$ cat config.mk
export PLATFORM = sky130hd
export DESIGN_NAME = lru_key_value_cache_core
export DESIGN_NICKNAME = d
export VERILOG_FILES = /design/src/rtl/lkvc_pkg.sv /design/src/rtl/lkvc_cell.sv /design/src/rtl/lru_key_value_cache_core.sv
export VERILOG_INCLUDE_DIRS = /design/src /design/src/rtl
export SDC_FILE = /design/constraint.sdc
export NUM_CORES = 1
export LEC_CHECK = 0
export BUFFER_PORTS_ARGS = -buffer_cell sky130_fd_sc_hd__clkbuf_2
export CAP_MARGIN = 20
export CELL_PAD_IN_SITES_DETAIL_PLACEMENT = 0
export CELL_PAD_IN_SITES_GLOBAL_PLACEMENT = 2
export CORE_MARGIN = 8
export CORE_UTILIZATION = 53
export CTS_BUF_LIST = sky130_fd_sc_hd__clkbuf_2
export DETAILED_ROUTE_END_ITERATION = 16
export GPL_TIMING_DRIVEN = 0
export PLACE_DENSITY = 0.89
export SETUP_SLACK_MARGIN = 0.15
export SYNTH_ARGS = -nofsm -noshare
export SYNTH_HDL_FRONTEND = slang
export SYNTH_SLANG_ARGS = --single-unit
export TNS_END_PERCENT = 30
$ cat constraint.sdc
create_clock -name clk -period 12.2 [get_ports clk]
set_input_delay 2.44 -clock clk [delete_from_list [all_inputs] [get_ports clk]]
set_output_delay 2.44 -clock clk [all_outputs]
set_load 0.05 [all_outputs]
$ cat src/rtl/lru_key_value_cache_core_assert.svh
// Assertion macros used by the cache core RTL.
`ifndef LRU_KEY_VALUE_CACHE_CORE_ASSERT_SVH
`define LRU_KEY_VALUE_CACHE_CORE_ASSERT_SVH

// The consequent must hold in the same cycle as the antecedent.
`define LKVC_ASSERT_SAME(label, ante, cons, msg) \
	label: assert property (@(posedge clk) disable iff (!arst_n) (ante) |-> (cons)) \
		else $error(msg);

// The consequent must hold in the cycle after the antecedent.
`define LKVC_ASSERT_NEXT(label, ante, cons, msg) \
	label: assert property (@(posedge clk) disable iff (!arst_n) (ante) |=> (cons)) \
		else $error(msg);

`endif

$ cat src/rtl/lkvc_pkg.sv
// Types and constants shared by the cache core and its entry cells.
package lkvc_pkg;

	localparam int WORD_W = 32;
	localparam int CAP_W  = 5;

	typedef logic signed [WORD_W-1:0] word_t;
	typedef logic [CAP_W-1:0] cap_t;

	// One stored pair together with its occupancy flag.
	typedef struct packed {
		logic  valid;
		word_t key;
		word_t value;
	} entry_t;

	localparam logic KIND_GET = 1'b0;
	localparam logic KIND_PUT = 1'b1;

	localparam word_t MISS_VALUE = '1;
	localparam cap_t  CAP_RESET  = cap_t'(16);

endpackage

$ cat src/rtl/lkvc_cell.sv
// One entry of the recency-ordered chain: holds a pair and compares it to the probe key.
module lkvc_cell (
	input  logic             clk,
	input  logic             arst_n,
	input  logic             shift,
	input  lkvc_pkg::entry_t prev,
	input  lkvc_pkg::word_t  probe_key,
	output lkvc_pkg::entry_t entry,
	output logic             match
);
	import lkvc_pkg::*;

	logic  valid_q;
	word_t key_q;
	word_t value_q;

	always_ff @(posedge clk or negedge arst_n) begin
		if (!arst_n) begin
			valid_q <= 1'b0;
		end else if (shift) begin
			valid_q <= prev.valid;
		end
	end

	always_ff @(posedge clk) begin
		if (shift) begin
			key_q   <= prev.key;
			value_q <= prev.value;
		end
	end

	assign entry = '{valid: valid_q, key: key_q, value: value_q};
	assign match = valid_q && (key_q == probe_key);

endmodule

$ cat src/rtl/lru_key_value_cache_core.sv
// Fully associative key-value cache with LRU replacement, built as a recency-ordered chain.
//
//  channel  | handshake              | payload
//  ---------+------------------------+------------------------------
//  command  | start / busy           | kind, key, value
//  result   | done (one-cycle pulse) | hit, read_value
//  config   | cfg_we                 | cfg_wdata (capacity)
//
// Busy stays low, so a command may be issued every cycle.
// A get produces its result on done in the cycle after its transfer; a put produces none.
// The cost of a cycle is the parallel key compare across all cells plus the shift select.
// Reset clears all occupancy flags and the fill count at once; no clearing pass is needed.
// The result channel has no back-pressure.
module lru_key_value_cache_core #(
	parameter int ENTRIES = 16
) (
	input  logic            clk,
	input  logic            arst_n,
	input  logic            start,
	output logic            busy,
	input  logic            kind,
	input  lkvc_pkg::word_t key,
	input  lkvc_pkg::word_t value,
	output logic            done,
	output logic            hit,
	output lkvc_pkg::word_t read_value,
	input  logic            cfg_we,
	input  lkvc_pkg::cap_t  cfg_wdata
);
	import lkvc_pkg::*;

	`include "lru_key_value_cache_core_assert.svh"

	localparam int CNT_W = $clog2(ENTRIES + 1);
	localparam int CMP_W = (CNT_W > CAP_W) ? CNT_W : CAP_W;

	// Position in the chain is recency: cell 0 holds the most recent entry.
	entry_t             cell_entry [ENTRIES];
	entry_t             cell_prev  [ENTRIES];
	logic [ENTRIES-1:0] cell_match;
	logic [ENTRIES-1:0] cell_valid;
	logic [ENTRIES-1:0] match_at_or_above;
	logic [ENTRIES-1:0] cell_shift;

	cap_t             capacity_q;
	logic [CNT_W-1:0] count_q;

	logic             accept;
	logic             is_put;
	logic             hit_any;
	logic             full;
	word_t            hit_value;
	entry_t           head;
	logic [CMP_W-1:0] cap_ext;
	logic [CMP_W-1:0] eff_cap;

	assign busy   = 1'b0;
	assign accept = start && !busy;
	assign is_put = (kind == KIND_PUT);

	genvar gi;
	generate
		for (gi = 0; gi < ENTRIES; gi++) begin : g_cell
			lkvc_cell u_cell (
				.clk       (clk),
				.arst_n    (arst_n),
				.shift     (cell_shift[gi]),
				.prev      (cell_prev[gi]),
				.probe_key (key),
				.entry     (cell_entry[gi]),
				.match     (cell_match[gi])
			);

			assign cell_valid[gi]        = cell_entry[gi].valid;
			assign match_at_or_above[gi] = |cell_match[ENTRIES-1:gi];

			if (gi == 0) begin : g_head
				assign cell_prev[gi] = head;
				// A new key always enters here; cell 0 is free or holds a valid entry.
				assign cell_shift[gi] = accept && (hit_any ? match_at_or_above[gi] : is_put);
			end else begin : g_body
				assign cell_prev[gi] = cell_entry[gi-1];
				// On a put miss the chain shifts through the oldest entry when full,
				// or one cell further, into the first free cell, otherwise.
				assign cell_shift[gi] = accept && (hit_any ? match_at_or_above[gi] :
					(is_put && (full ? cell_valid[gi] : cell_valid[gi-1])));
			end
		end
	endgenerate

	assign hit_any = |cell_match;

	// Keys are unique among valid cells, so at most one term is nonzero.
	always_comb begin
		hit_value = '0;
		for (int i = 0; i < ENTRIES; i++) begin
			if (cell_match[i]) begin
				hit_value = hit_value | cell_entry[i].value;
			end
		end
	end

	assign head = '{valid: 1'b1, key: key, value: (is_put ? value : hit_value)};

	// Capacity of zero behaves as one; anything above the cell count saturates.
	assign cap_ext = CMP_W'(capacity_q);
	always_comb begin
		if (cap_ext == '0) begin
			eff_cap = CMP_W'(1);
		end else if (cap_ext > CMP_W'(ENTRIES)) begin
			eff_cap = CMP_W'(ENTRIES);
		end else begin
			eff_cap = cap_ext;
		end
	end
	assign full = (CMP_W'(count_q) >= eff_cap);

	always_ff @(posedge clk or negedge arst_n) begin
		if (!arst_n) begin
			capacity_q <= CAP_RESET;
			count_q    <= '0;
			done       <= 1'b0;
		end else begin
			if (cfg_we) begin
				capacity_q <= cfg_wdata;
			end
			if (accept && is_put && !hit_any && !full) begin
				count_q <= count_q + CNT_W'(1);
			end
			done <= accept && !is_put;
		end
	end

	always_ff @(posedge clk) begin
		if (accept && !is_put) begin
			hit        <= hit_any;
			read_value <= hit_any ? hit_value : MISS_VALUE;
		end
	end

	`LKVC_ASSERT_SAME(a_unique_match, 1'b1, $onehot0(cell_match),
		"more than one cell matched the key")
	`LKVC_ASSERT_SAME(a_count_tracks_valid, 1'b1, $countones(cell_valid) == int'(count_q),
		"fill count disagrees with the valid cells")
	`LKVC_ASSERT_SAME(a_valid_prefix, 1'b1, (cell_valid & (cell_valid + 1'b1)) == '0,
		"valid cells do not form a contiguous run from the head")
	`LKVC_ASSERT_NEXT(a_done_after_get, accept && (kind == KIND_GET), done,
		"a get transfer produced no result")

endmodule

==> flow_results.org, run 1 <==
** Logic synthesis
- Cell count after synthesis :: 2,578
- The synthesized design devotes to its leading area cell type 73.31% of total area.
- Counting flops with a built-in enable in the synthesized netlist gives 1,057.
- A synthesized cell averages 16.79 um^2.
- Proportion of synthesized flip-flops having asynchronous set or reset :: 2.491%
- Leading register cell type out of synthesis :: edfxtp_1
- Yosys printed 0 warnings.
- The number of different library cells used by synthesis comes to 61.
- Synthesized area :: 0.04330 mm^2
- Yosys attributes the largest share of cell area to edfxtp_1, xor2_1, a22oi_1.
- Fraction of the yosys area taken by sequential cells :: 74.87%
- Counting every net in the synthesized netlist gives 2,658.
- Library cell occupying the most area in the post-synthesis netlist :: edfxtp_1
- Flip-flop and latch count after synthesis :: 1,084

** STA
- RSZ-0062 raised after global routing :: false
- Headroom to the max-slew limit :: 15.78%
- Final hold analysis gives a worst-case slack of 0.4036 ns.
- Post-route worst setup slack :: 6.235 ns
- Largest clock skew in the final design :: 0.1177 ns
- Setup-violating endpoint count in the final report :: 0
- The number of pins with negative max-slew slack in the final report is 0.
- At the pin with the least slew margin, the transition time is 1.263 ns.
- Final critical-path required period :: 5.965 ns
- Post-Route Setup TNS :: 0 ns
- The number of endpoints with negative hold slack in the final report was 0.
- Derived from the worst setup path, the maximum achievable clock frequency is 167.6 MHz.
- Of the available clock period, the critical path in the final layout requires 48.90%.

** Run status
- Status :: finished clean

** Floorplanning
- The floorplan step defined a die boundary enclosing 0.09109 mm^2.
- In this run the count of I/O pins placed on the die edge is 109.
- The total area inside the core boundary comes to 0.08145 mm^2.
- Row count :: 105
- Die width :: 301.8 um
- For this configuration, the core starts out at a cell density of 53.16%.
- Die boundary height :: 301.8 um

** Critical path
- R2r startpoint :: g_cell[0].u_cell.key_q[17]$_DFFE_PP_
- The endpoint identified for the worst register-to-register timing path is g_cell[7].u_cell.key_q[7]$_DFFE_PP_.
- Along the worst path, the maximum fanout reaches 34.
- The critical path starts at key[9].
- Data arrives at the worst endpoint at 7.10 ns.
- The number of buffers and inverters on the critical path is 6.
- Counting buffers and inverters, the worst setup path is 13 cells deep.
- In this design, the stage delay of the slowest critical-path cell is 0.75 ns.
- Among cell families on the critical path, the largest total delay comes from buffers and inverters.
- Type of the worst setup path :: in2reg
- Among all stages on the critical path, the largest delay is contributed by nor4_1.
- Element type at the critical path end :: flip-flop
- Traced cell by cell, the critical path runs through clkbuf_2 > buf_4 > buf_4 > xor2_1 > nor4_1 > nand3_1 > nor3_1 > buf_2 > buf_2 > nor4b_1 > o31ai_1 > nor2_4 > buf_12.
- Following the worst setup path forward leads to its endpoint at g_cell[7].u_cell.key_q[7]$_DFFE_PP_.
- Required time at the worst-slack endpoint :: 13.33 ns
- Path depth of the worst reg2reg path :: 10
- Crit path launch type :: primary input
- Worst reg2reg setup slack :: 7.44 ns

** Clock network
- After clock tree synthesis, the clock-pin slew on the worst setup and hold paths is 0.12 ns.
- In this run the clock root is driven by a clkbuf_2.
- Buffers added to address setup during post-CTS repair amount to 0.
- Sink count of the clock tree :: 1,084
- At the later pin of the worst-skew pair, clock insertion delay measures 1.50 ns.
- Depth of the CTS H-tree :: 5
- The number of hold buffers added after CTS was 0.
- No sink is reached through more buffers than the 4 on the longest clock path.
- The number of clock buffers added by TritonCTS is 282.
- Post-CTS repair changed the size of 0 cells.
- TritonCTS built the clock tree.

** Pwr
- The worst-case IR drop observed on VDD is 0.00008708 V.
- Dividing total power by cell area gives a power density of 169.7 mW/mm^2.
- Leakage Power :: 0.01702 uW

** Place
- Detailed placement HPWL :: 88.39 mm
- Pre-CTS setup slack :: 4.965 ns
- Number of buffers inserted by port buffering :: 106
- The placed instances occupy a cell area of 0.04635 mm^2.
- The congestion estimate from routability-driven global placement came to 0.9370.
- The number of placed instances, taps included, is 3,802.

** Global route
- Overall overflow remaining after global route :: 0
- Wire length of the first global-routing pass :: 181.3 mm
- Antenna violations before repair :: 2
- Global routing consumed, over all layers together, 28.03% of the routing resources.
- Entering global routing, the biggest net connects 35 pins.
- Via count of the first global-routing pass :: 26,760

** Final layout
- Once layout is complete, the cells apart from fillers number 4,248.
- For this run, the post-layout net count is 3,100.
- The post-route netlist has 22.44% of its cells at a drive strength greater than 1.
- Compared with the post-synthesis result, the final layout area differs by 12.26%.
- Finished layout cell area :: 0.04861 mm^2
- Sequential cell area in the final layout :: 0.03242 mm^2
- Counting the fill cells in the layout gives 6,268.
- Multi-input combinational cell area :: 0.01005 mm^2

** Detailed routing
- The final route contains 26,540 vias.
- Post-detailed-route via-to-cell ratio :: 6.248
- Detailed router's first-iteration violation count :: 3,710
- The routed design has 128.8 mm of wire.
- Once detail routing completed, the nets flagged for antenna violations numbered 0.
- Average wire length per cell after detail routing :: 30.31 um
- For this run, design rule violations remaining after detail routing come to 0.
- Before antenna repair, the detailed router went through 6 iterations.

** Worst hold path
- Hold crit path type :: reg2reg

** Job
- Max-cap violations in this run came to 0.
==> per-stage QoR <==
step	total power, uW	utilization [%]
floorplan	5486	-
global placement	5904	55.45
detailed placement	5964	56.91
CTS	8226	59.61
global route	8509	59.67
finish	8249	59.67
==> worst min path at each step <==
| stage | startpoint | end | slack [ns] | cells after the start |
|---|---|---|---|---|
| global route | g_cell[10].u_cell.key_q[11]$_DFFE_PP_ | g_cell[11].u_cell.key_q[11]$_DFFE_PP_ | 0.36 | 0 |
| global placement | g_cell[4].u_cell.value_q[12]$_DFFE_PP_ | g_cell[5].u_cell.value_q[12]$_DFFE_PP_ | 0.43 | 0 |
| detailed placement | g_cell[14].u_cell.value_q[4]$_DFFE_PP_ | g_cell[15].u_cell.value_q[4]$_DFFE_PP_ | 0.43 | 0 |
| finish | g_cell[13].u_cell.value_q[15]$_DFFE_PP_ | g_cell[14].u_cell.value_q[15]$_DFFE_PP_ | 0.40 | 0 |
| CTS | g_cell[13].u_cell.value_q[15]$_DFFE_PP_ | g_cell[14].u_cell.value_q[15]$_DFFE_PP_ | 0.37 | 0 |
| floorplan | g_cell[10].u_cell.value_q[0]$_DFFE_PP_ | g_cell[11].u_cell.value_q[0]$_DFFE_PP_ | 0.43 | 0 |
==> sequential cells by signal, summed over array words and instances, names as in the netlist <==
name,cells
cap_ext,5
count_q,5
done,1
g_cell.u_cell.key_q,512
g_cell.u_cell.valid_q,16
g_cell.u_cell.value_q,512
hit,1
read_value,32
==> Yosys cell counts, types with 2 or more instances <==
cell type  count
a21o_1         5
a21oi_1       36
a221oi_1      53
a22o_1        53
a22oi_1      150
and3_1         3
buf_1          3
buf_2         38
buf_4         55
buf_6         10
clkbuf_1      29
dfrtp_1       26
edfxtp_1    1057
ha_1           6
inv_1         37
mux2_1         2
mux2_2         9
mux2i_1       20
nand2_1       79
nand2b_1       7
nand3_1       69
nand4_1       56
nor2_1        48
nor3_1        35
nor3_2        11
nor3_4         3
nor4_1        95
nor4_2         2
nor4_4         4
o2111ai_1      3
o211ai_1       5
o21a_1         7
o21ai_0       15
o21bai_1       2
o31a_1         3
or2_2          2
or3_1          2
or3b_1         2
or4_1          3
xnor2_1      125
xor2_1       388
==> where the power goes <==
group / switching (uW) / internal, uW / total [uW]
Sequential: 249 / 4680 / 4920
Combinational: 672 / 314 / 986
Clock: 1450 / 886 / 2340
==> metal layers <==
layer | wire [um] | GRT usage (%) | share of wire (%)
met1 | 49850 | 37.92 | 39
met2 | 56760 | 41.62 | 44
met3 | 16570 | 9.041 | 13
met4 | 5590 | 12.37 | 4.3
met5 | 0 | 0 | 0
==> cells in the final DEF (no fill, tap or decap), types with 42 or more instances in the layout <==
cell	netlist	layout
clkinv_1	1	43
nand2_1	79	79
nor2_1	48	42
xor2_1	388	388
buf_4	55	55
nand4_1	56	56
nand3_1	69	69
edfxtp_1	1057	1057
nor4_1	95	95
a221oi_1	53	53
clkbuf_2	0	497
xnor2_1	125	125
a22o_1	53	53
a22oi_1	150	150
==> final cells by class <==
type                            instances  area share, %
Antenna cell                            1       0.005148
Buffer                                135          1.720
Clock buffer                          391          4.026
Clock inverter                         50         0.4942
Inverter                               38         0.2935
Multi-Input combinational cell       1321          20.67
Sequential cell                      1084          66.69
Tap cell                             1070          2.754
Timing Repair Buffer                  158          3.346
==> worst register-to-register path: cells and delay by family (launching register included) <==
family / cells / cell delay (ns)
AO/OA/AOI/OAI: 1 / 0.54
XOR/XNOR: 1 / 0.24
buffers and inverters: 3 / 1.39
flip-flops: 1 / 0.46
AND/OR/NAND/NOR: 5 / 1.84
==> cell families after synthesis <==
logic type | share of synthesized area, %
AND/OR/NAND/NOR | 5.586
flip-flops | 74.87
AO/OA/AOI/OAI | 5.939
multiplexers | 0.7831
buffers and inverters | 2.260
other | 0.008661
XOR/XNOR | 10.38
adder cells (fa/ha/maj) | 0.1734
Power figures use the tool's default switching activity.
==> inputs of run 2 (changes only) <==
--- a/config.mk
+++ b/config.mk
@@ -6,16 +6,17 @@
 export SDC_FILE = /design/constraint.sdc
 export NUM_CORES = 1
 export LEC_CHECK = 0
+export ABC_AREA = 1
 export BUFFER_PORTS_ARGS = -buffer_cell sky130_fd_sc_hd__clkbuf_2
 export CAP_MARGIN = 20
 export CELL_PAD_IN_SITES_DETAIL_PLACEMENT = 0
 export CELL_PAD_IN_SITES_GLOBAL_PLACEMENT = 2
 export CORE_MARGIN = 8
-export CORE_UTILIZATION = 53
+export CORE_UTILIZATION = 45
 export CTS_BUF_LIST = sky130_fd_sc_hd__clkbuf_2
 export DETAILED_ROUTE_END_ITERATION = 16
 export GPL_TIMING_DRIVEN = 0
-export PLACE_DENSITY = 0.89
+export PLACE_DENSITY = 0.84
 export SETUP_SLACK_MARGIN = 0.15
 export SYNTH_ARGS = -nofsm -noshare
 export SYNTH_HDL_FRONTEND = slang
==> constraint.sdc (replaced) <==
create_clock -name clk -period 6.2 [get_ports clk]
set_input_delay 1.24 -clock clk [delete_from_list [all_inputs] [get_ports clk]]
set_output_delay 1.24 -clock clk [all_outputs]
set_load 0.05 [all_outputs]
==> run 2 against run 1 <==
Cell area grew 5.8%; wire length increased by 23%; critical path depth grew 5.
==> flow_results.org, run 2 <==
** Logic synthesis
- Flip-flop and latch count after synthesis :: 1,084 (unchanged)
- The sequential-to-total area share from yosys stat came to 71.28% (-3.6 points).
- The synthesized instance count came to 3,813 (+48%).
- Cells taking the most area after synthesis :: edfxtp_1, nand2_1, inv_1
- In the post-synthesis netlist, the cell with the most instances is edfxtp_1.
- Top cells by count, synth :: edfxtp_1, nand2_1, inv_1, nor2_1, o21ai_0
- In the synthesized netlist the dominant register cell turns out to be edfxtp_1.
- The count of yosys warnings during synthesis came to 0 (unchanged).
- Fraction of synthesized cell area taken by the top area cell type :: 69.80% (-3.5 points)
- Post-synth EDFFs :: 1,057 (unchanged)
- The cell area after synthesis is 0.04548 mm^2 (+5.0%).
- Unique masters post-synth :: 44 (-28%)
- Post-Synthesis Mean Instance Area :: 11.93 um^2 (-29%)
- Net count after synthesis :: 3,893 (+46%)
- Proportion of synthesized flip-flops having asynchronous set or reset :: 2.491% (unchanged)
- Library cell occupying the most area in the post-synthesis netlist :: edfxtp_1

** STA
- Share of the clock period used by the worst path :: 80.76%
- The final setup slack of the worst path came to 1.193 ns (-5.042 ns).
- The number of endpoints with negative hold slack in the final report is 0 (unchanged).
- The worst max-slew margin expressed relative to the limit came to 16.80% (+1.0 points).
- The worst hold slack was 0.1751 ns (-0.2285 ns).
- Largest clock skew in the final design :: 0.1715 ns (+0.05374 ns)
- Final Max Tran Viols :: 0 (unchanged)
- The slew at the pin closest to its max-slew limit came to 1.248 ns (-0.01539 ns).
- Maximum clock frequency :: 199.7 MHz
- After layout, the minimum clock period comes to 5.007 ns.
- RSZ-0062 raised after global routing :: false
- The number of setup violations in the final report is 0 (unchanged).

** Pwr
- Leakage Power :: 0.01975 uW (+16%)
- VDD IR max :: 0.0002332 V (+170%)
- The total power divided by cell area was 361.4 mW/mm^2 (+110%).
- Post-layout total power :: 18,580 uW (+130%)

** Critical path
- The critical path ends at g_cell[15].u_cell.key_q[13]$_DFFE_PP_.
- RR Endpoint :: g_cell[15].u_cell.key_q[13]$_DFFE_PP_
- Path depth of the worst reg2reg path :: 13 (+3)
- STA classifies the critical path startpoint as a primary input.
- The worst setup path is captured at a flip-flop.
- R2r startpoint :: g_cell[0].u_cell.key_q[7]$_DFFE_PP_
- The critical path is of the in2reg type.
- Crit Path Max Fanout :: 31 (-8.8%)
- The data required time at the worst endpoint is 7.31 ns (-6.02 ns).
- In this run the worst setup path begins at key[5].
- The register-to-register setup slack was 1.67 ns (-5.77 ns).
- The worst path arrival time is 6.12 ns (-0.98 ns).

** Final layout
- Leaving out fill and tap cells, the most frequent cell in the layout is edfxtp_1.
- Fillers :: 9,089 (+45%)
- The fraction of layout cells with a size suffix above 1 came to 17.23% (-5.2 points).
- The core utilization of the finished layout came to 51.33% (-8.3 points).
- Compared with the post-synthesis result, the final layout area differs by 13.04%.
- The area occupied by registers is 0.03242 mm^2 (unchanged).
- Most frequent cells in the layout :: edfxtp_1, nand2_1, clkbuf_2
- Final nets :: 4,388 (+42%)
- The total area of multi-input combinational cells came to 0.01082 mm^2 (+7.7%).
- In the final layout, the registers with the most flip-flops are g_cell.u_cell.key_q (512), g_cell.u_cell.value_q (512), read_value (32).
- Finished layout cell area :: 0.05141 mm^2 (+5.8%)

** Floorplanning
- The area inside the core boundary was 0.1001 mm^2 (+23%).
- Overall die area :: 0.1115 mm^2 (+22%)
- The cell row count was 116 (+10%).
- The initial core utilization came to 45.41% (-7.7 points).
- The die extent in x is 333.9 um (+11%).
- The vertical die dimension came to 333.9 um (+11%).
- Number of top-level pins :: 109 (unchanged)

** Clock network
- TritonCTS built the clock tree.
- The root buffer cell chosen for the clock tree is clkbuf_2.
- Worst-Skew Late Latency :: 1.55 ns (+0.05 ns)
- The post-cts gate resize count came to 0 (unchanged).
- The worst-case clock buffer depth is 4 (unchanged).
- Sink count of the clock tree :: 1,084 (unchanged)
- The clock edge transition at the registers on the reported setup and hold paths was 0.10 ns (-0.02 ns).
- The number of buffers created by CTS is 294 (+4.3%).
- Depth of the CTS H-tree :: 5 (unchanged)
- The post-CTS setup buffer count came to 0 (unchanged).
- The count of hold buffers inserted by post-cts repair was 64 (+64).

** Detailed routing
- Average wire length per cell after detail routing :: 27.30 um (-10%)
- The via density per instance is 5.539 (-11%).
- The number of violations reported at the end of detailed-routing iteration 0 was 3,943 (+6.3%).
- Detailed-router iteration count before antenna repair :: 6 (unchanged)
- The routed via count came to 32,070 (+21%).
- Count of unresolved DRC violations after routing :: 0 (unchanged)
- Total Wirelength :: 158.0 mm (+23%)
- The remaining number of nets flagged by the antenna check after routing was 0 (unchanged).

** Global route
- The global router's overall resource usage came to 27.80% (-0.22 points).
- Overall overflow remaining after global route :: 0 (unchanged)
- Antenna violations before repair :: 5 (+3)
- The global-route wire length before repair came to 220.3 mm (+21%).
- The number of global-route vias before repair came to 31,430 (+17%).
- The largest net degree at the start of global routing is 47 (+34%).

** Run status
- The run finished with clean final reports.

** Place
- Detailed placement HPWL :: 110.6 mm (+25%)
- Number of buffers inserted by port buffering :: 106 (unchanged)
- The placed instance area was 0.04832 mm^2 (+4.2%).
- The pre-CTS worst setup slack is 0.4144 ns (-4.550 ns).
- The final weighted congestion of routability-driven global placement was 0.9252 (-1.3%).

** Worst hold path
- The worst hold path begins at value[4].
- Hold crit path type :: in2reg

** Job
- Max-cap violations :: 0 (unchanged)
==> run 2: cell families (layout without fill, tap and decap cells) <==
group / Yosys count / count (layout) / synth area share, %
and+or+nand+nor: 1548 / 1548 / 13.98
DFF: 1084 / 1084 / 71.28
buffers and inverters: 546 / 1219 / 5.018
muxes: 1 / 1 / 0.02476
other: 1 / 6 / 0.008246
AOI/OAI and AO/OA: 451 / 451 / 6.133
adders and majority gates: 6 / 6 / 0.1651
xor gates and xnor gates: 176 / 176 / 3.390
==> run 2: per-stage QoR <==
stage | cells | setup TNS (ns)
2_1_floorplan | 3813 | 0
3_3_place_gp | 5217 | -1632.10
3_5_place_dp | 5244 | 0
4_1_cts | 5782 | 0
5_1_grt | 5786 | 0
6_report | 5789 | 0
==> run 2: how the worst min path moves through the flow <==
stage	endpoint	slack [ns]	depth (start not counted)
6_report	g_cell[0].u_cell.value_q[4]$_DFFE_PP_	0.18	3
3_3_place_gp	g_cell[14].u_cell.value_q[15]$_DFFE_PP_	0.43	0
5_1_grt	g_cell[0].u_cell.key_q[23]$_DFFE_PP_	0.11	1
2_1_floorplan	g_cell[10].u_cell.key_q[23]$_DFFE_PP_	0.43	0
4_1_cts	g_cell[0].u_cell.value_q[4]$_DFFE_PP_	0.0005	3
3_5_place_dp	g_cell[3].u_cell.value_q[7]$_DFFE_PP_	0.43	0
==> run 2: layout make-up <==
class,instances,share of cell area (%)
Tap cell,1298,3.159
Antenna cell,5,0.02434
Inverter,409,3.045
Sequential cell,1084,63.06
Clock inverter,43,0.4722
Multi-Input combinational cell,2183,21.04
Clock buffer,431,4.196
Buffer,137,1.453
Timing Repair Buffer,199,3.544
==> run 2: routing by layer <==
layer  global-route usage (%)  share of wire [%]  vias to the layer above
met4                    9.851                3.3                        0
met3                    7.506                 11                      286
met2                    41.35                 44                     1870
met1                    39.32                 42                    15740
met5                        0                  0                        -
li1                         -                  -                    14170
==> run 2: worst max-delay path: stages <==
cell	delay, ns
dlygate4sd3_1	0.52
clkbuf_2	0.11
buf_4	0.27
inv_2	0.17
buf_2	0.27
a21oi_1	0.17
nand2_1	0.06
nor2_1	0.26
nand2_1	0.09
nor2_1	0.28
nand3_1	0.68
nand2_1	0.29
nor2_2	0.08
nand3_4	0.13
buf_6	0.23
o21ai_1	0.12
nor2_4	0.71
buf_12	0.30
==> run 2: power by group <==
group          total, uW  internal, uW  switching, uW  leakage, uW
combinational       2880           777           2110      0.00793
clock               4940          1940           3000      0.00192
sequential         10800          9950            807      0.00990
